--- src/rtl/core/pcpa_pkg.sv ---
`timescale 1ns / 1ps
`default_nettype none
// ----------------------------------------------------------------------------
// pcpa_pkg
// Shared widths and the front-to-back record of the clash penalty core.
// ----------------------------------------------------------------------------
package pcpa_pkg;
  localparam int COORD_W   = 32;
  localparam int RAD_W     = 20;
  localparam int ACC_W     = 48;
  localparam int FRAC_BITS_DEF = 16;
  localparam int MAG_W     = RAD_W;       // |e| < c keeps magnitudes in 20 bits
  localparam int SQ_W      = 2 * RAD_W + 2;
  localparam int QDEPTH    = 4;

  // Classified pair handed from the front to the back.
  typedef struct packed {
    logic             hit;     // pair overlaps
    logic [MAG_W-1:0] ax;
    logic [MAG_W-1:0] ay;
    logic [MAG_W-1:0] az;
    logic             nx;      // e > 0 on that axis
    logic             ny;
    logic             nz;
    logic [RAD_W-1:0] c;
    logic [SQ_W-1:0]  s;
    logic             last;
  } pair_t;
endpackage
`default_nettype wire

--- src/rtl/core/pcpa_if.sv ---
`timescale 1ns / 1ps
`default_nettype none
// ----------------------------------------------------------------------------
// pcpa_in_if / pcpa_out_if
// Valid/ready channels for pairs and results.
// ----------------------------------------------------------------------------
interface pcpa_in_if;
  logic valid;
  logic ready;
  logic signed [31:0] atom_x;
  logic signed [31:0] atom_y;
  logic signed [31:0] atom_z;
  logic signed [31:0] partner_x;
  logic signed [31:0] partner_y;
  logic signed [31:0] partner_z;
  logic [19:0] radius_sum;
  logic last_pair;
  modport source (output valid, atom_x, atom_y, atom_z, partner_x, partner_y,
                  partner_z, radius_sum, last_pair, input ready);
  modport sink (input valid, atom_x, atom_y, atom_z, partner_x, partner_y,
                partner_z, radius_sum, last_pair, output ready);
endinterface

`default_nettype wire

--- src/rtl/core/pcpa_front.sv ---
`timescale 1ns / 1ps
`default_nettype none
// ----------------------------------------------------------------------------
// pcpa_front
// Takes pairs, forms differences and squared distance, classifies overlap.
// Two register stages; a credit count keeps the queue from overflowing.
// ----------------------------------------------------------------------------
module pcpa_front (
  input  wire logic clk,
  input  wire logic rst_n,
  pcpa_in_if.sink   in_ch,
  output pcpa_pkg::pair_t q_data,
  output logic      q_push,
  input  wire logic q_pop
);
  import pcpa_pkg::*;

  localparam int CW = $clog2(QDEPTH + 1);

  logic [CW-1:0] cred_r, cred_nxt;
  logic          v1_r, v2_r;
  logic [MAG_W-1:0] ax1_r, ay1_r, az1_r;
  logic          nx1_r, ny1_r, nz1_r, near1_r, last1_r;
  logic [RAD_W-1:0] c1_r;
  pair_t         p2_r;

  logic signed [COORD_W:0] ex, ey, ez;
  logic [COORD_W:0] mx, my, mz;
  logic near;
  logic acc;
  logic [2*MAG_W-1:0] sqx, sqy, sqz;
  logic [2*RAD_W-1:0] sqc;
  logic [SQ_W-1:0]    s1;

  // Slots in use: in flight plus queued; pops return a slot.
  assign in_ch.ready = (cred_r < CW'(QDEPTH));
  assign acc = in_ch.valid && in_ch.ready;
  always_comb begin
    cred_nxt = cred_r;
    if (acc && !q_pop) cred_nxt = cred_r + 1'b1;
    else if (!acc && q_pop) cred_nxt = cred_r - 1'b1;
  end

  // Stage 1: differences and magnitudes
  assign ex = {in_ch.atom_x[31], in_ch.atom_x} - {in_ch.partner_x[31], in_ch.partner_x};
  assign ey = {in_ch.atom_y[31], in_ch.atom_y} - {in_ch.partner_y[31], in_ch.partner_y};
  assign ez = {in_ch.atom_z[31], in_ch.atom_z} - {in_ch.partner_z[31], in_ch.partner_z};
  assign mx = ex[COORD_W] ? (COORD_W+1)'(-ex) : ex;
  assign my = ey[COORD_W] ? (COORD_W+1)'(-ey) : ey;
  assign mz = ez[COORD_W] ? (COORD_W+1)'(-ez) : ez;
  assign near = (mx < (COORD_W+1)'(in_ch.radius_sum)) &&
                (my < (COORD_W+1)'(in_ch.radius_sum)) &&
                (mz < (COORD_W+1)'(in_ch.radius_sum));

  // Stage 2 squares, full width products
  assign sqx = ax1_r * ax1_r;
  assign sqy = ay1_r * ay1_r;
  assign sqz = az1_r * az1_r;
  assign sqc = c1_r * c1_r;
  assign s1  = SQ_W'(sqx) + SQ_W'(sqy) + SQ_W'(sqz);

  always_ff @(posedge clk) begin
    if (!rst_n) begin
      cred_r <= '0;
      v1_r   <= 1'b0;
      v2_r   <= 1'b0;
    end else begin
      cred_r <= cred_nxt;
      v1_r   <= acc;
      v2_r   <= v1_r;
    end
    ax1_r <= mx[MAG_W-1:0];
    ay1_r <= my[MAG_W-1:0];
    az1_r <= mz[MAG_W-1:0];
    nx1_r <= !ex[COORD_W] && (ex != '0);
    ny1_r <= !ey[COORD_W] && (ey != '0);
    nz1_r <= !ez[COORD_W] && (ez != '0);
    near1_r <= near;
    c1_r    <= in_ch.radius_sum;
    last1_r <= in_ch.last_pair;
    // Stage 2: squared distance against c squared
    p2_r.ax <= ax1_r;
    p2_r.ay <= ay1_r;
    p2_r.az <= az1_r;
    p2_r.nx <= nx1_r;
    p2_r.ny <= ny1_r;
    p2_r.nz <= nz1_r;
    p2_r.c  <= c1_r;
    p2_r.last <= last1_r;
    p2_r.s  <= s1;
    p2_r.hit <= near1_r && (s1 < SQ_W'(sqc));
  end

  assign q_data = p2_r;
  assign q_push = v2_r;
endmodule
`default_nettype wire

--- src/flat_wrapper.sv ---
// flat-port wrapper written by rule: the top's interface ports become plain ports
module pcpa_front_flat import pcpa_pkg::*;
  (clk, rst_n, q_data, q_push, q_pop, in_ch_valid, in_ch_atom_x, in_ch_atom_y, in_ch_atom_z, in_ch_partner_x, in_ch_partner_y, in_ch_partner_z, in_ch_radius_sum, in_ch_last_pair, in_ch_ready);
  pcpa_in_if in_ch_i ();
  input  wire logic clk;
  input  wire logic rst_n;
  output pcpa_pkg::pair_t q_data;
  output logic q_push;
  input  wire logic q_pop;
  input wire logic [$bits(in_ch_i.valid)-1:0] in_ch_valid;
  input wire logic [$bits(in_ch_i.atom_x)-1:0] in_ch_atom_x;
  input wire logic [$bits(in_ch_i.atom_y)-1:0] in_ch_atom_y;
  input wire logic [$bits(in_ch_i.atom_z)-1:0] in_ch_atom_z;
  input wire logic [$bits(in_ch_i.partner_x)-1:0] in_ch_partner_x;
  input wire logic [$bits(in_ch_i.partner_y)-1:0] in_ch_partner_y;
  input wire logic [$bits(in_ch_i.partner_z)-1:0] in_ch_partner_z;
  input wire logic [$bits(in_ch_i.radius_sum)-1:0] in_ch_radius_sum;
  input wire logic [$bits(in_ch_i.last_pair)-1:0] in_ch_last_pair;
  output wire logic [$bits(in_ch_i.ready)-1:0] in_ch_ready;
  assign in_ch_i.valid = in_ch_valid;
  assign in_ch_i.atom_x = in_ch_atom_x;
  assign in_ch_i.atom_y = in_ch_atom_y;
  assign in_ch_i.atom_z = in_ch_atom_z;
  assign in_ch_i.partner_x = in_ch_partner_x;
  assign in_ch_i.partner_y = in_ch_partner_y;
  assign in_ch_i.partner_z = in_ch_partner_z;
  assign in_ch_i.radius_sum = in_ch_radius_sum;
  assign in_ch_i.last_pair = in_ch_last_pair;
  assign in_ch_ready = in_ch_i.ready;
  pcpa_front u_core (.clk(clk), .rst_n(rst_n), .in_ch(in_ch_i), .q_data(q_data), .q_push(q_push), .q_pop(q_pop));
endmodule
--- config.mk ---
export PLATFORM = sky130hd
export DESIGN_NAME = pcpa_front_flat
export DESIGN_NICKNAME = d
export VERILOG_FILES = /design/src/rtl/core/pcpa_pkg.sv /design/src/rtl/core/pcpa_if.sv /design/src/rtl/core/pcpa_front.sv /design/src/flat_wrapper.sv
export SDC_FILE = /design/constraint.sdc
export NUM_CORES = 2
export LEC_CHECK = 0
export ABC_AREA = 0
export BUFFER_PORTS_ARGS = -buffer_cell sky130_fd_sc_hd__buf_2
export CORE_MARGIN = 5
export CORE_UTILIZATION = 40
export DETAILED_ROUTE_END_ITERATION = 16
export SYNTH_ARGS = -nofsm -noshare
export SYNTH_HDL_FRONTEND = slang
export SYNTH_SLANG_ARGS = --single-unit
--- constraint.sdc ---
create_clock -name clk -period 15.55 [get_ports clk]
set_input_delay 3.11 -clock clk [delete_from_list [all_inputs] [get_ports clk]]
set_output_delay 3.11 -clock clk [all_outputs]
set_load 0.02 [all_outputs]
==> results.tsv <==
stage	metric	value	unit
global_routing	antenna_found_initial	13	
worst_setup_path	path_class	register to register	
timing	slew_headroom	12.45	%
worst_setup_path	required	16.11	ns
floorplan	rows	143	
worst_setup_path	cpPeakStageDelay	0.77	ns
timing	finalCriticalPeriod	14.66	ns
global_routing	grt.overflow.total	0	
drt	firstDrtPassIters	7	
cts	postCtsSetupBuffers	0	
drt	wl_per_cell	18.96	um
floorplan	die_h	401.6	um
final_layout	nets	9269	
worst_setup_path	r2r_end	u_core.q_data[126]$_DFF_P_	
global_routing	grt_max_degree	26	
synthesis	synth_edf_count	0	
floorplan	design.die.area	161300	sq um
min_path	holdCritPathClass	register to register	
placed_design	dp_hpwl	150400	um
worst_setup_path	r2r_cells	48	
worst_setup_path	cp-end-kind	register	
cts	clockRootBuffer	clkbuf_16	
min_path	hp-start	u_core.last1_r$_DFF_P_	
synthesis	async_reset_ff_share	0	%
worst_setup_path	cp.arrival	15.22	ns
min_path	min_path_cells	0	
global_routing	grt_pass1_wl	277200	um
final_layout	regArea	4345	sq um
worst_setup_path	path_common_cell	fa_1	
worst_setup_path	slowest_stage	a211oi_1	
synthesis	yosys_register_bits	217	
cts	cts_buffers	31	
synthesis	ys_types	96	
synthesis	syn_avg_cell_area	9.060	sq um
placed_design	dp_worst_setup_slack	0.8846	ns
synthesis	synth_area	61330	sq um
timing	setup_slack	0.8940	ns
synthesis	syn-instance-count	6769	
placed_design	gp_congestion	0.9283	
cts	clk_pin_slew	0.07	ns
run_status	outcome	completed	
cts	insertion_delay	0.65	ns
job	drv_cap	0	
synthesis	synthesis.nets	8974	
final_layout	fillers	14950	
final_layout	finalInstanceArea	66620	sq um
timing	setup_viol	0	
floorplan	core	152300	sq um
cts	cts_tree	built	
cts	clock_path_buffers	3	
floorplan	io_pins	346	
worst_setup_path	cp-start-kind	register	
floorplan	start_util	40.28	%
placed_design	post_dp_cell_area	65540	sq um
cts	htree_levels	1	
timing	drv_slew	0	
worst_setup_path	worstReg2RegStart	u_core.ax1_r[9]$_DFF_P_	
global_routing	grt_pass1_vias	50240	
final_layout	multi_input_area	49560	sq um
worst_setup_path	startpoint	u_core.ax1_r[9]$_DFF_P_	
timing	rsz0062_at_grt	no	
timing	skew	0.02137	ns
final_layout	layout_commonest_cell	inv_1	
min_path	hold_end	u_core.q_data[0]$_DFF_P_	
worst_setup_path	reg2reg_slack	0.89	ns
synthesis	ys_seq_area_share	7.083	%
global_routing	track_usage	21.69	%
drt	via_per_inst	5.034	
drt	wl	172900	um
drt	drc	0	
drt	drtAntennaViolNets	0	
drt	drtIter0Drc	2441	
final_layout	area_growth_syn_to_layout	8.626	%
placed_design	numPortBuffers	345	
timing	tightest_slew	1.280	ns
timing	max_freq	68.23	MHz
worst_setup_path	crit_fanout	12	
floorplan	chipWidth	401.6	um
cts	cts_hold_buf	0	
synthesis	ys_warn_count	0	
timing	period_share	94.25	%
final_layout	final_layout_size_suffix_gt1_share	7.604	%
timing	hold_viol_final	0	
drt	vias	45910	
timing	tns	0	ns
cts	clkSinkCount	217	
synthesis	ys.flop_type	dfxtp_1	
final_layout	mostFrequentLayoutCells	inv_1 (1821), fa_1 (1243), ha_1 (745)	
[synthesized netlist by cell type, drive strengths merged (7+ instances only)]
cell type,instances,area (sq um)
inv,1823,6843
fa,1243,24880
ha,745,9321
nand2,491,1843
and2,325,2033
nor2,263,987.2
dfxtp,217,4344
a21oi,202,1015
xnor2,167,1463
o21ai,166,830.8
clkbuf,147,551.8
a21o,104,780.8
xor2,96,840.8
nor3,63,330.3
nand3,59,295.3
nor2b,56,350.3
and3,49,306.5
nand2b,44,275.3
o21a,40,300.3
a211oi,39,302.8
a31oi,37,231.5
nand4,36,225.2
o211ai,27,202.7
nor4,26,241.5
or2,25,156.4
or3,23,143.9
o31ai,19,147.6
o21bai,18,135.1
a211o,14,122.6
a2111oi,11,122.6
a311oi,11,96.34
o31a,11,96.34
or4,10,78.82
a31o,8,70.07
and4,8,70.07
nand3b,8,60.06
nor3b,8,60.06
a22oi,7,52.55
a41oi,7,61.31
mux2,7,78.82
o22ai,7,43.79
o311ai,7,61.31
[timing repair]
action,in CTS,in global routing
endpoints found under the hold margin,0,0
resized for setup,0,1
endpoints found under the setup margin,0,1
[how the worst max path moves through the flow]
stage / depth (start not counted) / slack [ns] / to
after floorplan: 58 / 2.08 / u_core.q_data[126]$_DFF_P_
after global placement: 53 / 0.96 / u_core.q_data[126]$_DFF_P_
after detailed placement: 54 / 0.88 / u_core.q_data[126]$_DFF_P_
after CTS: 54 / 0.85 / u_core.q_data[126]$_DFF_P_
after global routing: 54 / 0.07 / u_core.q_data[126]$_DFF_P_
final: 48 / 0.89 / u_core.q_data[126]$_DFF_P_
[through the flow]
stage          instances  utilization, %  hold slack (ns)
3_5_place_dp        9061           43.05           0.3121
5_1_grt             9119           43.75           0.3315
6_report            9121           43.75           0.3282
4_1_cts             9118           43.75           0.3287
3_3_place_gp        9061           43.05           0.3101
2_1_floorplan       6769               -           0.3096
[worst max-delay path, delay by kind of cell (launching register included)]
kind                       cells  cell delay, ns
DFF                            1            0.68
xor gates and xnor gates       2            0.37
and+or+nand+nor                8            1.32
adders and majority gates     17            7.99
buffers and inverters         10            0.86
AOI/OAI and AO/OA             11            3.33
[kinds of logic after synthesis]
family                   share of synthesized area, %
XOR/XNOR                                        3.756
AND/OR/NAND/NOR                                 12.39
flip-flops                                      7.083
adder cells (fa/ha/maj)                         55.77
other                                        0.006115
multiplexers                                   0.2101
AO/OA/AOI/OAI                                   8.665
buffers and inverters                           12.12
[layer usage]
metal	GRT usage, %	share of wire [%]
met1	27.28	40
met5	0	0.0069
met3	2.749	5.5
met2	37.85	49
met4	8.698	4.9
[final cells by class]
class / instances / area share, %
diodes: 3 / 0.01127
clock buffers: 34 / 1.226
clock inverters: 23 / 0.3756
inverters: 1827 / 10.29
multi-input cells: 4573 / 74.39
flip-flops and latches: 217 / 6.523
well taps: 2030 / 3.813
repair buffers: 414 / 3.369
[flip-flops by register name, indices dropped and copies added, names as in the netlist]
register and count:
u_core.az1_r 20, u_core.nz1_r 1, u_core.v1_r 1, u_core.cred_r 3
u_core.last1_r 1, u_core.near1_r 1, u_core.ay1_r 20, u_core.q_data 127
u_core.nx1_r 1, u_core.c1_r 20, u_core.ax1_r 20, u_core.ny1_r 1
u_core.q_push 1
Power is not shown: default switching activity piles up to over one toggle a cycle in this logic, so the estimate is an artifact.
