**config.mk**
```make
export PLATFORM = sky130hd
export DESIGN_NAME = pcpa_queue
export DESIGN_NICKNAME = d
export VERILOG_FILES = /design/src/rtl/core/pcpa_pkg.sv /design/src/rtl/core/pcpa_queue.sv
export SDC_FILE = /design/constraint.sdc
export NUM_CORES = 1
export LEC_CHECK = 0
export ABC_AREA = 1
export BUFFER_PORTS_ARGS = -buffer_cell sky130_fd_sc_hd__buf_4
export CAP_MARGIN = 20
export CORE_ASPECT_RATIO = 1.1
export CORE_MARGIN = 2
export CORE_UTILIZATION = 46
export CTS_CLUSTER_SIZE = 28
export DETAILED_ROUTE_END_ITERATION = 10
export HOLD_SLACK_MARGIN = 0.15
export PLACE_DENSITY_LB_ADDON = 0.3
export SLEW_MARGIN = 10
export SYNTH_ARGS = -nofsm -noshare
export SYNTH_HDL_FRONTEND = slang
export SYNTH_SLANG_ARGS = --single-unit
```
**constraint.sdc**
```tcl
create_clock -name clk -period 4.7 [get_ports clk]
set_clock_uncertainty 0.05 [all_clocks]
set_input_delay 0.47 -clock clk [delete_from_list [all_inputs] [get_ports clk]]
set_output_delay 0.47 -clock clk [all_outputs]
set_load 0.05 [all_outputs]
```
**src/rtl/core/pcpa_pkg.sv**
```systemverilog
`timescale 1ns / 1ps
`default_nettype none
// ----------------------------------------------------------------------------
// pcpa_pkg
// Shared widths and the front-to-back record of the clash penalty core.
// ----------------------------------------------------------------------------
package pcpa_pkg;
  localparam int COORD_W   = 32;
  localparam int RAD_W     = 20;
  localparam int ACC_W     = 48;
  localparam int FRAC_BITS_DEF = 16;
  localparam int MAG_W     = RAD_W;       // |e| < c keeps magnitudes in 20 bits
  localparam int SQ_W      = 2 * RAD_W + 2;
  localparam int QDEPTH    = 4;

  // Classified pair handed from the front to the back.
  typedef struct packed {
    logic             hit;     // pair overlaps
    logic [MAG_W-1:0] ax;
    logic [MAG_W-1:0] ay;
    logic [MAG_W-1:0] az;
    logic             nx;      // e > 0 on that axis
    logic             ny;
    logic             nz;
    logic [RAD_W-1:0] c;
    logic [SQ_W-1:0]  s;
    logic             last;
  } pair_t;
endpackage
`default_nettype wire

```
**src/rtl/core/pcpa_queue.sv**
```systemverilog
`timescale 1ns / 1ps
`default_nettype none
// ----------------------------------------------------------------------------
// pcpa_queue
// Small FIFO of classified pairs between front and back.
// ----------------------------------------------------------------------------
module pcpa_queue (
  input  wire logic clk,
  input  wire logic rst_n,
  input  wire pcpa_pkg::pair_t wr_data,
  input  wire logic push,
  output pcpa_pkg::pair_t rd_data,
  output logic      not_empty,
  input  wire logic pop
);
  import pcpa_pkg::*;

  localparam int AW = $clog2(QDEPTH);

  pair_t        mem_r [QDEPTH];
  logic [AW-1:0] wp_r, rp_r;
  logic [AW:0]   cnt_r;

  assign not_empty = (cnt_r != '0);
  assign rd_data   = mem_r[rp_r];

  always_ff @(posedge clk) begin
    if (!rst_n) begin
      wp_r  <= '0;
      rp_r  <= '0;
      cnt_r <= '0;
    end else begin
      if (push) wp_r <= wp_r + 1'b1;
      if (pop)  rp_r <= rp_r + 1'b1;
      if (push && !pop) cnt_r <= cnt_r + 1'b1;
      else if (!push && pop) cnt_r <= cnt_r - 1'b1;
    end
    if (push) mem_r[wp_r] <= wr_data;
  end
endmodule
`default_nettype wire

```
==> results of run 1 <==
## layer usage
layer | track usage | vias to the layer above | routed length, microns
met3 | 0.0506 | 64 | 2720
met2 | 0.335 | 334 | 21100
met5 | 0 | - | 13
met1 | 0.261 | 5956 | 18500
li1 | - | 5597 | -
met4 | 0.0555 | 2 | 896
## registers in the layout, indices dropped and copies added, names as in the netlist, named ones only
name and flops:
wp_r 2, rp_r 2, mem_r 508, cnt_r 3
## what timing repair did
action,CTS,global route
hold buffers,130,0
endpoints found under the setup margin,0,0
hold endpoints to repair,517,0
## through the flow
stage | instance area, sq um | hold slack, ns | utilization | power (mW)
after floorplan | 19100 | 0.362 | - | 6.38
final | 24300 | 0.385 | 0.591 | 10.6
after global routing | 24300 | 0.416 | 0.591 | 11.0
after global placement | 21500 | 0.368 | 0.523 | 6.89
after CTS | 24300 | 0.388 | 0.591 | 10.7
after detailed placement | 21500 | 0.377 | 0.523 | 6.91
## cell families after synthesis
| group | Yosys count | synth area share |
|---|---|---|
| AO/OA/AOI/OAI | 391 | 0.111 |
| flip-flops | 517 | 0.807 |
| AND/OR/NAND/NOR | 272 | 0.0536 |
| buffers and inverters | 100 | 0.0247 |
| adder cells (fa/ha/maj) | 6 | 0.00432 |
## cells in the final DEF (no fill, tap or decap), types with 2 or more instances in the layout
master / count
edfxtp_1: 508
buf_4: 265
nor2_1: 260
o21ai_0: 255
dlygate4sd3_1: 130
o22ai_1: 127
clkbuf_16: 51
clkbuf_1: 17
clkinv_1: 13
inv_1: 11
nand2_1: 10
inv_6: 8
clkinv_2: 7
dfxtp_1: 7
o21ai_1: 5
ha_1: 5
buf_12: 5
a21oi_1: 4
dfxtp_4: 2
## worst reg2reg max path: cells and delay by family, from the launching register on
kind / cells / cell delay [ns]
fa+ha+maj: 1 / 0.16
flops: 1 / 0.32
buf+inv: 3 / 1.38
simple gates: 1 / 0.10
## power breakdown
part           leakage (nW)  switching (mW)  total, mW  internal [mW]
clock network         0.728            1.64       3.69           2.06
logic                  3.03            1.11       1.58          0.471
registers              4.74          0.0494       5.32           5.27
## area by class of cell
type	instances	area, sq um	area share
clock inverter	26	156	0.00642
inverter	17	91.3	0.00375
timing repair buffer	400	3390	0.139
clock buffer	68	1340	0.0550
multi-input combinational	669	3220	0.132
tap	560	701	0.0288
sequential	517	15400	0.634
antenna	1	2.50	0.000103
## path summary, 6_finish.rpt
check             startpoint             to  slack, ns  depth (start not counted)
setup / recovery        flop    rd_data[51]       1.16                          4
hold / removal       rp_r[1]           flop       0.39                          1
hold reg to reg      rp_r[1]           flop       0.39                          1
setup reg to reg     wp_r[0]  mem_r[0][126]       2.32                          5
==> impl_metrics.ini, run 1 <==
[cts]
cts_setup_buffers = 0
clk_latency_ns = 0.58
cts_root_buf = clkbuf_16
cts-resized-gates = 0
clock_path_buffers = 3
cts_buffers = 51
htreeDepth = 2
clk_pin_slew_worst_paths_ns = 0.06
cts.sinks = 517
cts_tree = built

[synth]
synth.most_common_cell = edfxtp_1
synth_area_leaders = edfxtp_1, o21ai_0, nor2_1
ys_seq_area_frac = 0.807
synth.distinct_cells = 20
syn_area_sq_um = 19100
synth_ff_type = edfxtp_1
synth_largest_area_cell = edfxtp_1
yosysWarnings = 0
synth_enable_flop_cells = 508
synth-seq-cells = 517
synthCells = 1286
ys_async_sr_fraction = 0
syn_nets = 1423
synthTopCellsByCount = edfxtp_1, nor2_1, o21ai_0
synth_top_area_share = 0.797
syn-mean-instance-area_sq_um = 14.9

[placement]
pre_cts_ws_ns = 1.80
dp_hpwl_mm = 22.1
post-place-cells = 2033
io_buffers = 258
gp_congestion = 0.717

[critical_path]
crit_path_end_kind = output pin
cp_cell_sequence = buf_4, o21ai_0, o22ai_1, buf_4
critPathArrivalTime_ns = 3.02
cp_num_buf_inv = 2
critPathMostFrequentCell = buf_4
max_stage_delay_ns = 0.78
slowest_stage = dfxtp_4
crit_type = flop to output pin
start_kind = flop
crit_family = buffers and inverters
crit_required_ns = 4.18
crit_fanout = 75

[grt]
grt_start_max_net_pins = 255
grt-ovfl-total = 0
grt_usage = 0.200
antenna_found_initial = 2
grt_pass1_wl_mm = 66.2
grt_pass1_vias = 12027

[floorplan]
dieArea_sq_um = 43200
top_level_ports = 259
die_x_microns = 198
die_y_microns = 218
core_area_sq_um = 41200
rows = 78
start_util = 0.465

[timing]
timing.final.crit_share = 0.754
setup_viol = 0
worst_slew_pin_slew_ns = 1.13
fin_ws_ns = 1.16
fin_tns_setup_ns = 0
max_freq_ghz = 0.282
min_period_ns = 3.54
slew_viol_final = 0
rsz0062_at_grt = false
slew_headroom = 0.244
final_hold_viol_count = 0

[power_and_ir_drop]
ir_worst_vdd_uv = 322
power_density_nw_per_um2 = 435
p_leak_nw = 8.50

[route]
drt_iter0_drc = 839
drc_errors = 0
ant_nets = 0
vias = 11953
vias_per_cell = 5.29
wl_mm = 43.3
avgRoutedWirePerCell_microns = 19.2
drtPass1Iterations = 5

[min_path]
hold_class = flop to flop

[layout]
finalNonFillerCells = 2258
syn2layout_area_growth_pct = 27.3
drive_above_1_share = 0.202
fin_nets = 1793
fillers = 3188

[status]
outcome = finished clean

[run]
max_cap_viol_count = 0
No activity file was read; power rests on OpenSTA's default activity.
==> run 2, diff against run 1 <==
clock period = 3.5 ns   (was 4.7 ns; I/O delays follow)
==> run 2 against run 1 <==
Count of clock-buffer cells in the layout is 8 lower. Clock power up 37%. Wire length decreased by 0.91%. First-iteration DRC count down 10%. Critical path depth unchanged. Critical path type unchanged. Largest cell class unchanged. Largest power group unchanged. Highest routed layer unchanged.
==> impl_metrics.ini, run 2 (synthesis results as in run 1) <==
[status]
outcome = finished clean

[critical_path]
reg2reg_to = mem_r[0][60]
crit_end = rd_data[120]
start_kind = flop
critPathArrivalTime_ns = 2.63
r2r_slack_ns = 1.46
crit_fanout = 254
ff2ff_path_depth = 5
crit_type = flop to output pin
crit_required_ns = 3.10
r2r_start = wp_r[0]
crit_path_end_kind = output pin

[timing]
final_hold_viol_count = 0
slew_viol_final = 0
worst_slew_pin_slew_ns = 1.08
slew_headroom = 0.278
max_freq_ghz = 0.330
fin_tns_setup_ns = 0
setup_viol = 0
min_period_ns = 3.03
timing.final.crit_share = 0.867
rsz0062_at_grt = false

[power_and_ir_drop]
ir_worst_vdd_uv = 434
power_density_nw_per_um2 = 586
p_leak_nw = 8.56
power_mw = 14.3

[route]
drt_iter0_drc = 754
vias_per_cell = 5.30
drc_errors = 0
avgRoutedWirePerCell_microns = 19.0
drtPass1Iterations = 6
vias = 11984
wl_mm = 42.9
ant_nets = 0

[floorplan]
top_level_ports = 259
core_area_sq_um = 41200
dieArea_sq_um = 43200
start_util = 0.465
rows = 78
die_y_microns = 218
die_x_microns = 198

[layout]
stdcell_area_sq_um = 24500
largest_reg_flops = 508
finalNonFillerCells = 2263
fin_nets = 1799
final_cell_mix = edfxtp_1, buf_4, nor2_1, o21ai_0, dlygate4sd3_1
final_common_cell = edfxtp_1
syn2layout_area_growth_pct = 27.8
largest-register = mem_r
reg_top3 = mem_r: 508 flops, cnt_r: 3 flops
drive_above_1_share = 0.211

[cts]
cts.sinks = 517
cts_tree = built
cts_hold_buf = 130
clock_path_buffers = 3
htreeDepth = 2
cts_setup_buffers = 0
cts-resized-gates = 0
cts_buffers = 49
cts_root_buf = clkbuf_16
clk_latency_ns = 0.58
clk_pin_slew_worst_paths_ns = 0.06

[placement]
placed_area_sq_um = 21600
io_buffers = 258
gp_congestion = 0.721
post-place-cells = 2040
dp_hpwl_mm = 21.9

[grt]
grt_usage = 0.197
grt-ovfl-total = 0
grt_start_max_net_pins = 255
grt_pass1_wl_mm = 65.1
grt_pass1_vias = 11825
antenna_found_initial = 2

[min_path]
hold_class = flop to flop

[run]
max_cap_viol_count = 0
==> run 2: worst min-delay path by stage <==
stage	from	end	slack (ns)	depth (start not counted)
2_1_floorplan	rp_r[1]	flop	0.36	1
3_3_place_gp	rp_r[1]	flop	0.37	1
3_5_place_dp	rp_r[1]	flop	0.37	1
4_1_cts	rp_r[1]	flop	0.39	1
5_1_grt	rp_r[1]	flop	0.43	1
6_report	rp_r[1]	flop	0.39	1
==> run 2: routing by layer <==
| layer | track usage | part of all wire |
|---|---|---|
| met3 | 0.0431 | 0.068 |
| met4 | 0.0669 | 0.023 |
| met2 | 0.326 | 0.49 |
| met5 | 0 | 0.00030 |
| met1 | 0.258 | 0.42 |
==> run 2: worst max-delay path, stage by stage, from the launching register on <==
cell and delay, ns:
dfxtp_4 0.38, buf_12 0.75, o21ai_0 0.23, o22ai_1 0.30
buf_4 0.26
==> run 2: layout make-up <==
class,count,area [sq um]
Antenna cell,1,2.50
Clock buffer,60,1310
Clock inverter,31,230
Fill cell,3206,16700
Inverter,17,87.6
Multi-Input combinational cell,669,3220
Sequential cell,517,15400
Tap cell,560,701
Timing Repair Buffer,408,3460
==> run 2: stage by stage <==
step	hold WS, ns	worst slack [ns]	utilization
floorplan	0.362	0.00537	-
global placement	0.369	1.18	0.524
detailed placement	0.373	1.17	0.524
CTS	0.389	0.532	0.593
global route	0.425	0.378	0.594
finish	0.390	0.466	0.594
==> run 2: report_power, final <==
part	switching (mW)	internal, mW
Clock	2.19	2.88
Sequential	0.0544	7.08
Combinational	1.50	0.638
Total	3.74	10.6
==> run 3, diff against run 2 <==
RECOVER_POWER = 25   (was not set)
==> run 3 against run 2 <==
Register-to-register slack about the same. Sequential power about the same. Sequential cell count unchanged. Critical path type unchanged.
==> impl_metrics.ini, run 3 (synthesis results as in run 1) <==
[layout]
largest_reg_flops = 508
drive_above_1_share = 0.167
fin_nets = 1799
largest-register = mem_r
syn2layout_area_growth_pct = 26.4
stdcell_area_sq_um = 24200
final_util = 0.587
reg_top3 = mem_r: 508 flops, cnt_r: 3 flops
final_cell_mix = edfxtp_1, nor2_1, o21ai_0, buf_4, dlygate4sd3_1
finalNonFillerCells = 2263
final_common_cell = edfxtp_1

[grt]
antenna_found_initial = 2
grt_pass1_wl_mm = 65.1
grt-ovfl-total = 0
grt_start_max_net_pins = 255
grt_usage = 0.197
grt_pass1_vias = 11825

[floorplan]
top_level_ports = 259
start_util = 0.465
rows = 78
die_y_microns = 218
dieArea_sq_um = 43200
die_x_microns = 198
core_area_sq_um = 41200

[critical_path]
r2r_slack_ns = 1.45
start_kind = flop
crit_end = rd_data[120]
ff2ff_path_depth = 5
crit_type = flop to output pin
critPathArrivalTime_ns = 2.69
crit_fanout = 254
crit_required_ns = 3.10
reg2reg_to = mem_r[0][60]
crit_path_end_kind = output pin
r2r_start = wp_r[0]

[cts]
cts-resized-gates = 0
cts_hold_buf = 130
clk_pin_slew_worst_paths_ns = 0.06
cts_root_buf = clkbuf_16
htreeDepth = 2
clock_path_buffers = 3
cts_setup_buffers = 0
cts_tree = built
cts_buffers = 49
cts.sinks = 517
clk_latency_ns = 0.58

[power_and_ir_drop]
power_frac_clock = 0.355
p_sw_frac = 0.262
power_density_nw_per_um2 = 592
combPwrFrac = 0.147
intPower_mw = 10.6
power_mw = 14.3
ir_worst_vdd_uv = 435
seqPwrFrac = 0.499
p_leak_nw = 8.28
switchingPower_mw = 3.75

[timing]
slew_viol_final = 0
final_hold_viol_count = 0
rsz0062_at_grt = false
slew_headroom = 0.263
worst_slew_pin_slew_ns = 1.10
setup_viol = 0
hold-worst-slack_ns = 0.390
min_period_ns = 3.09
fin_tns_setup_ns = 0
max_freq_ghz = 0.324
timing.final.crit_share = 0.882
fin_ws_ns = 0.413

[route]
vias = 12025
vias_per_cell = 5.31
wl_mm = 42.8
drc_errors = 0
avgRoutedWirePerCell_microns = 18.9
drtPass1Iterations = 7
drt_iter0_drc = 749
ant_nets = 0

[placement]
io_buffers = 258
post-place-cells = 2040
gp_congestion = 0.721
dp_hpwl_mm = 21.9
pre_cts_ws_ns = 1.17
placed_area_sq_um = 21600

[min_path]
hold_class = flop to flop

[status]
outcome = finished clean

[run]
max_cap_viol_count = 0
==> run 3: critical path, stage by stage (launching register included) <==
cell and delay, ns:
dfxtp_4 0.38, buf_12 0.74, o21ai_0 0.23, o22ai_1 0.31, buf_4 0.26
==> run 3: cell type report <==
class / instances / area (sq um)
fillers: 3282 / 17000
clock buffers: 60 / 1310
diodes: 1 / 2.50
clock inverters: 31 / 230
repair buffers: 408 / 3180
flip-flops and latches: 517 / 15400
inverters: 17 / 87.6
multi-input cells: 669 / 3220
well taps: 560 / 701
==> run 3: metal layers <==
layer	part of all wire	track usage
met1	0.42	0.258
met2	0.49	0.326
met3	0.066	0.0431
met4	0.023	0.0669
met5	0.00030	0
==> run 3: worst min path at each step <==
stage	startpoint	to	cells after the start
6_report	rp_r[1]	flop	1
5_1_grt	rp_r[1]	flop	1
4_1_cts	rp_r[1]	flop	1
3_5_place_dp	rp_r[1]	flop	1
3_3_place_gp	rp_r[1]	flop	1
2_1_floorplan	rp_r[1]	flop	1
==> run 3: power by group through the flow <==
| stage | logic [mW] | clock network [mW] | registers (mW) |
|---|---|---|---|
| final | 2.10 | 5.08 | 7.13 |
| after global routing | 2.23 | 5.43 | 7.15 |
| after CTS | 2.15 | 5.19 | 7.14 |
| after detailed placement | 2.02 | 0 | 7.27 |
| after global placement | 2.00 | 0 | 7.26 |
| after floorplan | 1.29 | 0 | 7.27 |
