$ cat src/rtl/core/pcpa_pkg.sv
`timescale 1ns / 1ps
`default_nettype none
// ----------------------------------------------------------------------------
// pcpa_pkg
// Shared widths and the front-to-back record of the clash penalty core.
// ----------------------------------------------------------------------------
package pcpa_pkg;
  localparam int COORD_W   = 32;
  localparam int RAD_W     = 20;
  localparam int ACC_W     = 48;
  localparam int FRAC_BITS_DEF = 16;
  localparam int MAG_W     = RAD_W;       // |e| < c keeps magnitudes in 20 bits
  localparam int SQ_W      = 2 * RAD_W + 2;
  localparam int QDEPTH    = 4;

  // Classified pair handed from the front to the back.
  typedef struct packed {
    logic             hit;     // pair overlaps
    logic [MAG_W-1:0] ax;
    logic [MAG_W-1:0] ay;
    logic [MAG_W-1:0] az;
    logic             nx;      // e > 0 on that axis
    logic             ny;
    logic             nz;
    logic [RAD_W-1:0] c;
    logic [SQ_W-1:0]  s;
    logic             last;
  } pair_t;
endpackage
`default_nettype wire

$ cat src/rtl/core/pcpa_if.sv
`timescale 1ns / 1ps
`default_nettype none


interface pcpa_out_if;
  logic valid;
  logic ready;
  logic [47:0] clash_loss;
  logic signed [47:0] grad_x;
  logic signed [47:0] grad_y;
  logic signed [47:0] grad_z;
  logic zero_distance_seen;
  logic saturated;
  modport source (output valid, clash_loss, grad_x, grad_y, grad_z,
                  zero_distance_seen, saturated, input ready);
  modport sink (input valid, clash_loss, grad_x, grad_y, grad_z,
                zero_distance_seen, saturated, output ready);
endinterface
`default_nettype wire

$ cat src/rtl/core/pcpa_back.sv
`timescale 1ns / 1ps
`default_nettype none
// ----------------------------------------------------------------------------
// pcpa_back
// Per pair: bit-serial square root, loss term, three serial divisions,
// saturating accumulation and result hand-off.
// ----------------------------------------------------------------------------
module pcpa_back #(
  parameter int FRAC_BITS = pcpa_pkg::FRAC_BITS_DEF
) (
  input  wire logic clk,
  input  wire logic rst_n,
  input  wire pcpa_pkg::pair_t q_data,
  input  wire logic q_valid,
  output logic      q_pop,
  pcpa_out_if.source out_ch
);
  import pcpa_pkg::*;

  localparam int RW  = SQ_W / 2;           // root width
  localparam int NW  = RAD_W + MAG_W + 1;  // 2*v*|e| numerator
  localparam int SCW = $clog2(NW + 1);
  localparam logic [ACC_W-1:0] LMAX = '1;
  localparam logic signed [ACC_W+1:0] GMAX = (ACC_W+2)'({1'b0, {(ACC_W-1){1'b1}}});
  localparam logic signed [ACC_W+1:0] GMIN = -GMAX - 1;

  typedef enum logic [2:0] {S_IDLE, S_SQRT, S_LOSS, S_DIV, S_ACC, S_OUT} st_t;

  st_t st_r;
  pair_t p_r;
  logic [SQ_W-1:0] rem_r;
  logic [RW+1:0]   root_r;
  logic [SCW-1:0]  cnt_r;
  logic [1:0]      ax_r;
  logic [RAD_W-1:0] v_r;
  logic [NW-1:0]   num_r;
  logic [RW:0]     drem_r;
  logic [NW-1:0]   qx_r, qy_r, qz_r;
  logic [ACC_W-1:0] loss_r;
  logic signed [ACC_W-1:0] gx_r, gy_r, gz_r;
  logic zf_r, sf_r;

  logic [RW+1:0]   d;
  logic [RW+1:0]   dtrial;
  logic [RW+1:0]   dsh;
  logic [2*RAD_W-1:0] vsq;
  logic [ACC_W:0]  lsum;
  logic [MAG_W-1:0] amag;
  logic [NW-1:0]   num0;
  logic signed [ACC_W+1:0] tx, ty, tz;

  assign d = root_r;
  assign dsh = {drem_r, num_r[NW-1]};
  assign dtrial = dsh - d;
  assign vsq = v_r * v_r;
  assign lsum = {1'b0, loss_r} + (ACC_W+1)'(vsq >> FRAC_BITS);
  assign amag = (ax_r == 2'd0) ? p_r.ax : (ax_r == 2'd1) ? p_r.ay : p_r.az;
  assign num0 = {v_r, 1'b0} * amag;
  assign tx = p_r.nx ? {gx_r[ACC_W-1], gx_r[ACC_W-1], gx_r} - (ACC_W+2)'(qx_r)
                     : {gx_r[ACC_W-1], gx_r[ACC_W-1], gx_r} + (ACC_W+2)'(qx_r);
  assign ty = p_r.ny ? {gy_r[ACC_W-1], gy_r[ACC_W-1], gy_r} - (ACC_W+2)'(qy_r)
                     : {gy_r[ACC_W-1], gy_r[ACC_W-1], gy_r} + (ACC_W+2)'(qy_r);
  assign tz = p_r.nz ? {gz_r[ACC_W-1], gz_r[ACC_W-1], gz_r} - (ACC_W+2)'(qz_r)
                     : {gz_r[ACC_W-1], gz_r[ACC_W-1], gz_r} + (ACC_W+2)'(qz_r);

  function automatic logic signed [ACC_W-1:0] clampg(input logic signed [ACC_W+1:0] t);
    if (t > GMAX) return GMAX[ACC_W-1:0];
    if (t < GMIN) return GMIN[ACC_W-1:0];
    return t[ACC_W-1:0];
  endfunction

  assign q_pop = (st_r == S_IDLE) && q_valid;
  assign out_ch.valid = (st_r == S_OUT);
  assign out_ch.clash_loss = loss_r;
  assign out_ch.grad_x = gx_r;
  assign out_ch.grad_y = gy_r;
  assign out_ch.grad_z = gz_r;
  assign out_ch.zero_distance_seen = zf_r;
  assign out_ch.saturated = sf_r;

  always_ff @(posedge clk) begin
    if (!rst_n) begin
      st_r   <= S_IDLE;
      loss_r <= '0;
      gx_r   <= '0;
      gy_r   <= '0;
      gz_r   <= '0;
      zf_r   <= 1'b0;
      sf_r   <= 1'b0;
    end else begin
      case (st_r)
        S_IDLE: if (q_valid) begin
          p_r    <= q_data;
          rem_r  <= q_data.s;
          root_r <= '0;
          drem_r <= '0;
          cnt_r  <= SCW'(RW);
          st_r   <= q_data.hit ? S_SQRT : (q_data.last ? S_OUT : S_IDLE);
        end
        // Root digit by digit: remainder shifts in two bits of s
        S_SQRT: begin
          logic [RW+3:0] rem2;
          logic [RW+3:0] trial;
          rem2  = {drem_r[RW-0:0], p_r.s[2*cnt_r-1 -: 2]};
          trial = {root_r, 2'b01};
          if (rem2 >= trial) begin
            drem_r <= (RW+1)'(rem2 - trial);
            root_r <= {root_r[RW:0], 1'b1};
          end else begin
            drem_r <= (RW+1)'(rem2);
            root_r <= {root_r[RW:0], 1'b0};
          end
          cnt_r <= cnt_r - 1'b1;
          if (cnt_r == SCW'(1)) st_r <= S_LOSS;
        end
        S_LOSS: begin
          v_r <= p_r.c - RAD_W'(root_r);
          st_r <= S_DIV;
          ax_r <= 2'd0;
          cnt_r <= '0;
        end
        // Restoring division 2*v*|e| / d, one quotient bit per cycle
        S_DIV: begin
          if (cnt_r == '0) begin
            if (ax_r == 2'd0) begin
              if (lsum > {1'b0, LMAX}) begin
                loss_r <= LMAX;
                sf_r <= 1'b1;
              end else loss_r <= lsum[ACC_W-1:0];
            end
            if (root_r == '0) begin
              zf_r <= 1'b1;
              st_r <= p_r.last ? S_OUT : S_IDLE;
            end
            num_r  <= num0;
            drem_r <= '0;
            cnt_r  <= SCW'(NW);
          end else begin
            if (dsh >= d) begin
              drem_r <= dtrial[RW:0];
              num_r  <= {num_r[NW-2:0], 1'b1};
            end else begin
              drem_r <= dsh[RW:0];
              num_r  <= {num_r[NW-2:0], 1'b0};
            end
            cnt_r <= cnt_r - 1'b1;
            if (cnt_r == SCW'(1)) begin
              if (ax_r == 2'd0) qx_r <= {num_r[NW-2:0], dsh >= d};
              if (ax_r == 2'd1) qy_r <= {num_r[NW-2:0], dsh >= d};
              if (ax_r == 2'd2) begin
                qz_r <= {num_r[NW-2:0], dsh >= d};
                st_r <= S_ACC;
              end
              ax_r <= ax_r + 1'b1;
            end
          end
        end
        S_ACC: begin
          gx_r <= clampg(tx);
          gy_r <= clampg(ty);
          gz_r <= clampg(tz);
          if (tx > GMAX || tx < GMIN || ty > GMAX || ty < GMIN ||
              tz > GMAX || tz < GMIN) sf_r <= 1'b1;
          st_r <= p_r.last ? S_OUT : S_IDLE;
        end
        S_OUT: if (out_ch.ready) begin
          loss_r <= '0;
          gx_r <= '0;
          gy_r <= '0;
          gz_r <= '0;
          zf_r <= 1'b0;
          sf_r <= 1'b0;
          st_r <= S_IDLE;
        end
        default: st_r <= S_IDLE;
      endcase
    end
  end
endmodule
`default_nettype wire

$ cat src/flat_wrapper.sv
// flat-port wrapper written by rule: the top's interface ports become plain ports
module pcpa_back_flat import pcpa_pkg::*;
#(
  parameter int FRAC_BITS = pcpa_pkg::FRAC_BITS_DEF
)
  (clk, rst_n, q_data, q_valid, q_pop, out_ch_valid, out_ch_clash_loss, out_ch_grad_x, out_ch_grad_y, out_ch_grad_z, out_ch_zero_distance_seen, out_ch_saturated, out_ch_ready);
  pcpa_out_if out_ch_i ();
  input  wire logic clk;
  input  wire logic rst_n;
  input  wire pcpa_pkg::pair_t q_data;
  input  wire logic q_valid;
  output logic q_pop;
  output wire logic [$bits(out_ch_i.valid)-1:0] out_ch_valid;
  output wire logic [$bits(out_ch_i.clash_loss)-1:0] out_ch_clash_loss;
  output wire logic [$bits(out_ch_i.grad_x)-1:0] out_ch_grad_x;
  output wire logic [$bits(out_ch_i.grad_y)-1:0] out_ch_grad_y;
  output wire logic [$bits(out_ch_i.grad_z)-1:0] out_ch_grad_z;
  output wire logic [$bits(out_ch_i.zero_distance_seen)-1:0] out_ch_zero_distance_seen;
  output wire logic [$bits(out_ch_i.saturated)-1:0] out_ch_saturated;
  input wire logic [$bits(out_ch_i.ready)-1:0] out_ch_ready;
  assign out_ch_valid = out_ch_i.valid;
  assign out_ch_clash_loss = out_ch_i.clash_loss;
  assign out_ch_grad_x = out_ch_i.grad_x;
  assign out_ch_grad_y = out_ch_i.grad_y;
  assign out_ch_grad_z = out_ch_i.grad_z;
  assign out_ch_zero_distance_seen = out_ch_i.zero_distance_seen;
  assign out_ch_saturated = out_ch_i.saturated;
  assign out_ch_i.ready = out_ch_ready;
  pcpa_back #(.FRAC_BITS(FRAC_BITS)) u_core (.clk(clk), .rst_n(rst_n), .q_data(q_data), .q_valid(q_valid), .q_pop(q_pop), .out_ch(out_ch_i));
endmodule
$ cat config.mk
export PLATFORM = sky130hd
export DESIGN_NAME = pcpa_back_flat
export DESIGN_NICKNAME = d
export VERILOG_FILES = /design/src/rtl/core/pcpa_pkg.sv /design/src/rtl/core/pcpa_if.sv /design/src/rtl/core/pcpa_back.sv /design/src/flat_wrapper.sv
export SDC_FILE = /design/constraint.sdc
export NUM_CORES = 2
export LEC_CHECK = 0
export BUFFER_PORTS_ARGS = -buffer_cell sky130_fd_sc_hd__buf_2
export CORE_AREA = 2 2 342 598
export CTS_CLUSTER_SIZE = 40
export DETAILED_ROUTE_END_ITERATION = 10
export DIE_AREA = 0 0 344 600
export PLACE_DENSITY = 0.49
export RECOVER_POWER = 100
export SYNTH_ARGS = -nofsm -noshare
export SYNTH_HDL_FRONTEND = slang
export SYNTH_SLANG_ARGS = --single-unit
$ cat constraint.sdc
create_clock -name clk -period 25.7 [get_ports clk]
set_input_delay 3.855 -clock clk [delete_from_list [all_inputs] [get_ports clk]]
set_output_delay 3.855 -clock clk [all_outputs]
set_load 0.01 [all_outputs]
==> run_results.csv <==
group,metric,value,unit
critical_path,buffers_and_inverters_on_the_worst_path,6,
cells_and_area,mostFrequentLayoutCells,"sky130_fd_sc_hd__inv_1 (852), sky130_fd_sc_hd__nand2_1 (683), sky130_fd_sc_hd__fa_1 (604), sky130_fd_sc_hd__ha_1 (551), sky130_fd_sc_hd__nor2_1 (459)",
synthesis,synth_edf_count,363,
die,die_width,344,um
route,routed_wl,200000,um
cells_and_area,design_area,66800,sq um
critical_path,critical_path_arrival,13.12,ns
critical_path,crit_cells,34,
route,dr.pass1.iters,6,
die,die-height,600,um
cells_and_area,mostFrequentLayoutCell,"sky130_fd_sc_hd__inv_1",
grt,groute.usage.overall,0.194,
route,detailedRoute.firstIterationViolations,2525,
sta,timing.final.setup_violations,0,
placement,port_buffers,326,
synthesis,synth_warnings,0,
sta,fin_setup_tns,0,ns
sta,relSlewSlack,-1.51,
critical_path,cp_max_fo,29,
critical_path,crit_end,"u_core.out_ch.clash_loss[38]",
cells_and_area,drive_gt1_frac,0.0586,
cells_and_area,layout-area-overhead-vs-synth,11.0,%
cells_and_area,finalNetCount,8044,
outcome,failed_checks,"max-capacitance violations, max-slew violations",
placement,dpl-instance-area,64700,sq um
synthesis,synthArstFlopShare,0,
synthesis,synth_top_family_by_area,"adder cells",
synthesis,synth_top_area_share,0.201,
grt,gr-total-overflow,0,
route,via_count,47900,
sta,timing.final.max_slew_violations,747,
clock_tree,h-tree-depth,3,
route,average_wire_per_standard_cell,21.2,um
critical_path,r2r_setup_slack,13.13,ns
route,drtAntennaViolNets,0,
grt,antenna_violations_before_repair,8,
placement,routabilityCongestion,0.889,
synthesis,nets_in_the_synthesized_netlist,7866,
sta,timing.clock.skew,0.0353,ns
grt,grt_pass1_wl,303000,um
clock_tree,ctsLongestPathBuffers,3,
sta,rsz0062_at_grt,"false",
critical_path,setup.worst_path.start,"u_core.v_r[11]",
clock_tree,cts_inserted_buffers,68,
critical_path,critPathLaunchType,"flip-flop",
flow_run,max-cap-violations,19,
synthesis,postSynthRegisterBits,560,
synthesis,synth.cell_area,60200,sq um
synthesis,synth.mux.area_fraction,0.0139,
clock_tree,cts.repair.resized,0,
synthesis,synth-simple-area-share,0.148,
placement,hpwl,161000,um
sta,period_minus_slack,12.57,ns
synthesis,synth.largest_area_cell,"sky130_fd_sc_hd__fa_1",
sta,final_period_utilization,0.489,
critical_path,cells_on_worst_reg2reg_path,34,
worst_hold_path,worstHoldPathType,"flip-flop to flip-flop",
clock_tree,worst_skew_pair.late_latency,0.72,ns
sta,timing_worst_slew_pin_value,3.76,ns
clock_tree,clk_pin_slew_worst_paths,0.06,ns
sta,timing_hold_violations_final,0,
die,initial_core_util,0.299,
die,num_io_pins,327,
synthesis,synth-adder-area-share,0.316,
outcome,run_status,"complete, but fails checks",
synthesis,syn-instance-count,6579,
sta,max_freq,0.0795,GHz
synthesis,synth_area_leaders,"sky130_fd_sc_hd__fa_1 (20%), sky130_fd_sc_hd__edfxtp_1 (18%), sky130_fd_sc_hd__ha_1 (11%), sky130_fd_sc_hd__dfxtp_1 (6.6%), sky130_fd_sc_hd__inv_1 (5.3%)",
synthesis,synth_ff_type,"sky130_fd_sc_hd__edfxtp_1",
placement,place_ws,14.88,ns
critical_path,timing.critical_path.to_type,"flip-flop",
synthesis,post_synth.cell_area_avg,9.15,sq um
die,die_area,206000,sq um
critical_path,cpLargestDelayFamily,"adder cells",
placement,placed_cells_incl_taps,9327,
clock_tree,cts_hold_buffers,0,
die,core.rowCount,218,
synthesis,synthXorXnorAreaFrac,0.0570,
clock_tree,clock_sinks,560,
critical_path,crit_path_max_incr_delay,1.39,ns
critical_path,critPathMostFrequentCell,"sky130_fd_sc_hd__fa_1",
critical_path,timing_worst_setup_path_type,"flip-flop to flip-flop",
critical_path,worstReg2RegEnd,"u_core.out_ch.clash_loss[38]",
die,design.core.area,201000,sq um
clock_tree,cts_tree,"built",
route,routed_via_density,5.07,
route,drc,0,
clock_tree,cell_chosen_for_the_clock_root,"sky130_fd_sc_hd__clkbuf_16",
grt,grt_start_max_net_pins,75,
critical_path,worstReg2RegStart,"u_core.v_r[11]",
synthesis,yosys.cell_types.count,96,
synthesis,synth-compound-area-share,0.145,
sta,pnr_worst_setup_slack,13.13,ns
cells_and_area,post_layout_nonfiller_instances,9455,
clock_tree,setup_repair_bufs_after_cts,0,
synthesis,seq_area_frac_synth,0.247,
critical_path,cp_data_required_time,26.25,ns
grt,first_global_vias,50700,
critical_path,slowest_stage,"sky130_fd_sc_hd__clkbuf_1",
[worst min-delay path by stage]
stage,start,end,slack [ns],depth (start not counted)
finish,u_core.out_ch.grad_z[44],u_core.out_ch.grad_z[44],0.48,2
global placement,u_core.out_ch.zero_distance_seen,u_core.out_ch.zero_distance_seen,0.46,2
CTS,u_core.out_ch.grad_z[44],u_core.out_ch.grad_z[44],0.48,2
detailed placement,u_core.out_ch.grad_z[44],u_core.out_ch.grad_z[44],0.47,2
floorplan,u_core.num_r[37],u_core.qx_r[38],0.45,0
global route,u_core.out_ch.grad_z[11],u_core.out_ch.grad_z[11],0.51,2
[area by class of cell]
type	count	area, sq um
diodes	3	7.51
clock buffers	72	1730
clock inverters	53	792
fillers	21100	134000
inverters	856	3210
multi-input cells	4865	41000
flip-flops and latches	560	14800
well taps	2640	3300
repair buffers	406	1920
[cells by family (layout without fill, tap and decap cells)]
logic type,count (synthesis),in the layout
DFF,560,560
AOI/OAI and AO/OA,1355,1355
adders and majority gates,1158,1158
xor gates and xnor gates,392,392
buffers and inverters,1154,1387
other,0,3
and+or+nand+nor,1891,1891
muxes,69,69
[flip-flops by register name, indices dropped and copies added, names as in the netlist, 23 cells and up]
signal / cells
u_core.out_ch.grad_z: 48
u_core.out_ch.grad_y: 48
u_core.qy_r: 41
u_core.p_r: 126
u_core.qx_r: 41
u_core.out_ch.grad_x: 48
u_core.qz_r: 41
u_core.d: 23
u_core.num_r: 41
u_core.out_ch.clash_loss: 48
[cell usage after synthesis, types with 12 or more instances]
| cell | number |
|---|---|
| sky130_fd_sc_hd__a211oi_1 | 37 |
| sky130_fd_sc_hd__a21boi_0 | 16 |
| sky130_fd_sc_hd__a21o_1 | 180 |
| sky130_fd_sc_hd__a21oi_1 | 420 |
| sky130_fd_sc_hd__a221oi_1 | 93 |
| sky130_fd_sc_hd__a31o_2 | 15 |
| sky130_fd_sc_hd__a31oi_1 | 41 |
| sky130_fd_sc_hd__and2_1 | 165 |
| sky130_fd_sc_hd__and3_1 | 43 |
| sky130_fd_sc_hd__buf_1 | 15 |
| sky130_fd_sc_hd__buf_2 | 16 |
| sky130_fd_sc_hd__buf_4 | 12 |
| sky130_fd_sc_hd__clkbuf_1 | 254 |
| sky130_fd_sc_hd__dfxtp_1 | 197 |
| sky130_fd_sc_hd__edfxtp_1 | 363 |
| sky130_fd_sc_hd__fa_1 | 604 |
| sky130_fd_sc_hd__ha_1 | 552 |
| sky130_fd_sc_hd__inv_1 | 852 |
| sky130_fd_sc_hd__mux2i_1 | 51 |
| sky130_fd_sc_hd__nand2_1 | 683 |
| sky130_fd_sc_hd__nand2b_1 | 47 |
| sky130_fd_sc_hd__nand3_1 | 86 |
| sky130_fd_sc_hd__nand4_1 | 54 |
| sky130_fd_sc_hd__nor2_1 | 459 |
| sky130_fd_sc_hd__nor2b_1 | 95 |
| sky130_fd_sc_hd__nor3_1 | 110 |
| sky130_fd_sc_hd__nor4_1 | 32 |
| sky130_fd_sc_hd__o211ai_1 | 31 |
| sky130_fd_sc_hd__o21a_1 | 43 |
| sky130_fd_sc_hd__o21ai_0 | 249 |
| sky130_fd_sc_hd__o21bai_1 | 42 |
| sky130_fd_sc_hd__o22ai_1 | 23 |
| sky130_fd_sc_hd__o31a_1 | 12 |
| sky130_fd_sc_hd__o31ai_1 | 26 |
| sky130_fd_sc_hd__or2_2 | 15 |
| sky130_fd_sc_hd__or3_1 | 30 |
| sky130_fd_sc_hd__or4_1 | 13 |
| sky130_fd_sc_hd__xnor2_1 | 299 |
| sky130_fd_sc_hd__xor2_1 | 93 |
[tightest hold or removal path, cell delays in order, from the launching register on]
cell	delay [ns]
sky130_fd_sc_hd__dfxtp_1	0.32
sky130_fd_sc_hd__nand2_1	0.06
sky130_fd_sc_hd__a21oi_1	0.05
[through the flow]
| stage | utilization | hold WS (ns) |
|---|---|---|
| 2_1_floorplan | - | 0.455 |
| 3_3_place_gp | 0.321 | 0.456 |
| 3_5_place_dp | 0.321 | 0.473 |
| 4_1_cts | 0.334 | 0.484 |
| 5_1_grt | 0.332 | 0.513 |
| 6_report | 0.332 | 0.477 |
[metal layers]
layer	global-route usage	vias to the layer above	part of all wire
met4	0.109	2	0.066
met2	0.384	1015	0.55
met1	0.192	23800	0.35
met5	0	-	0.000065
li1	-	22700	-
met3	0.0210	410	0.032
Power is left out: the tool's default activity adds up to more than one toggle a clock period on the data nets, which glitch-free logic cannot reach.
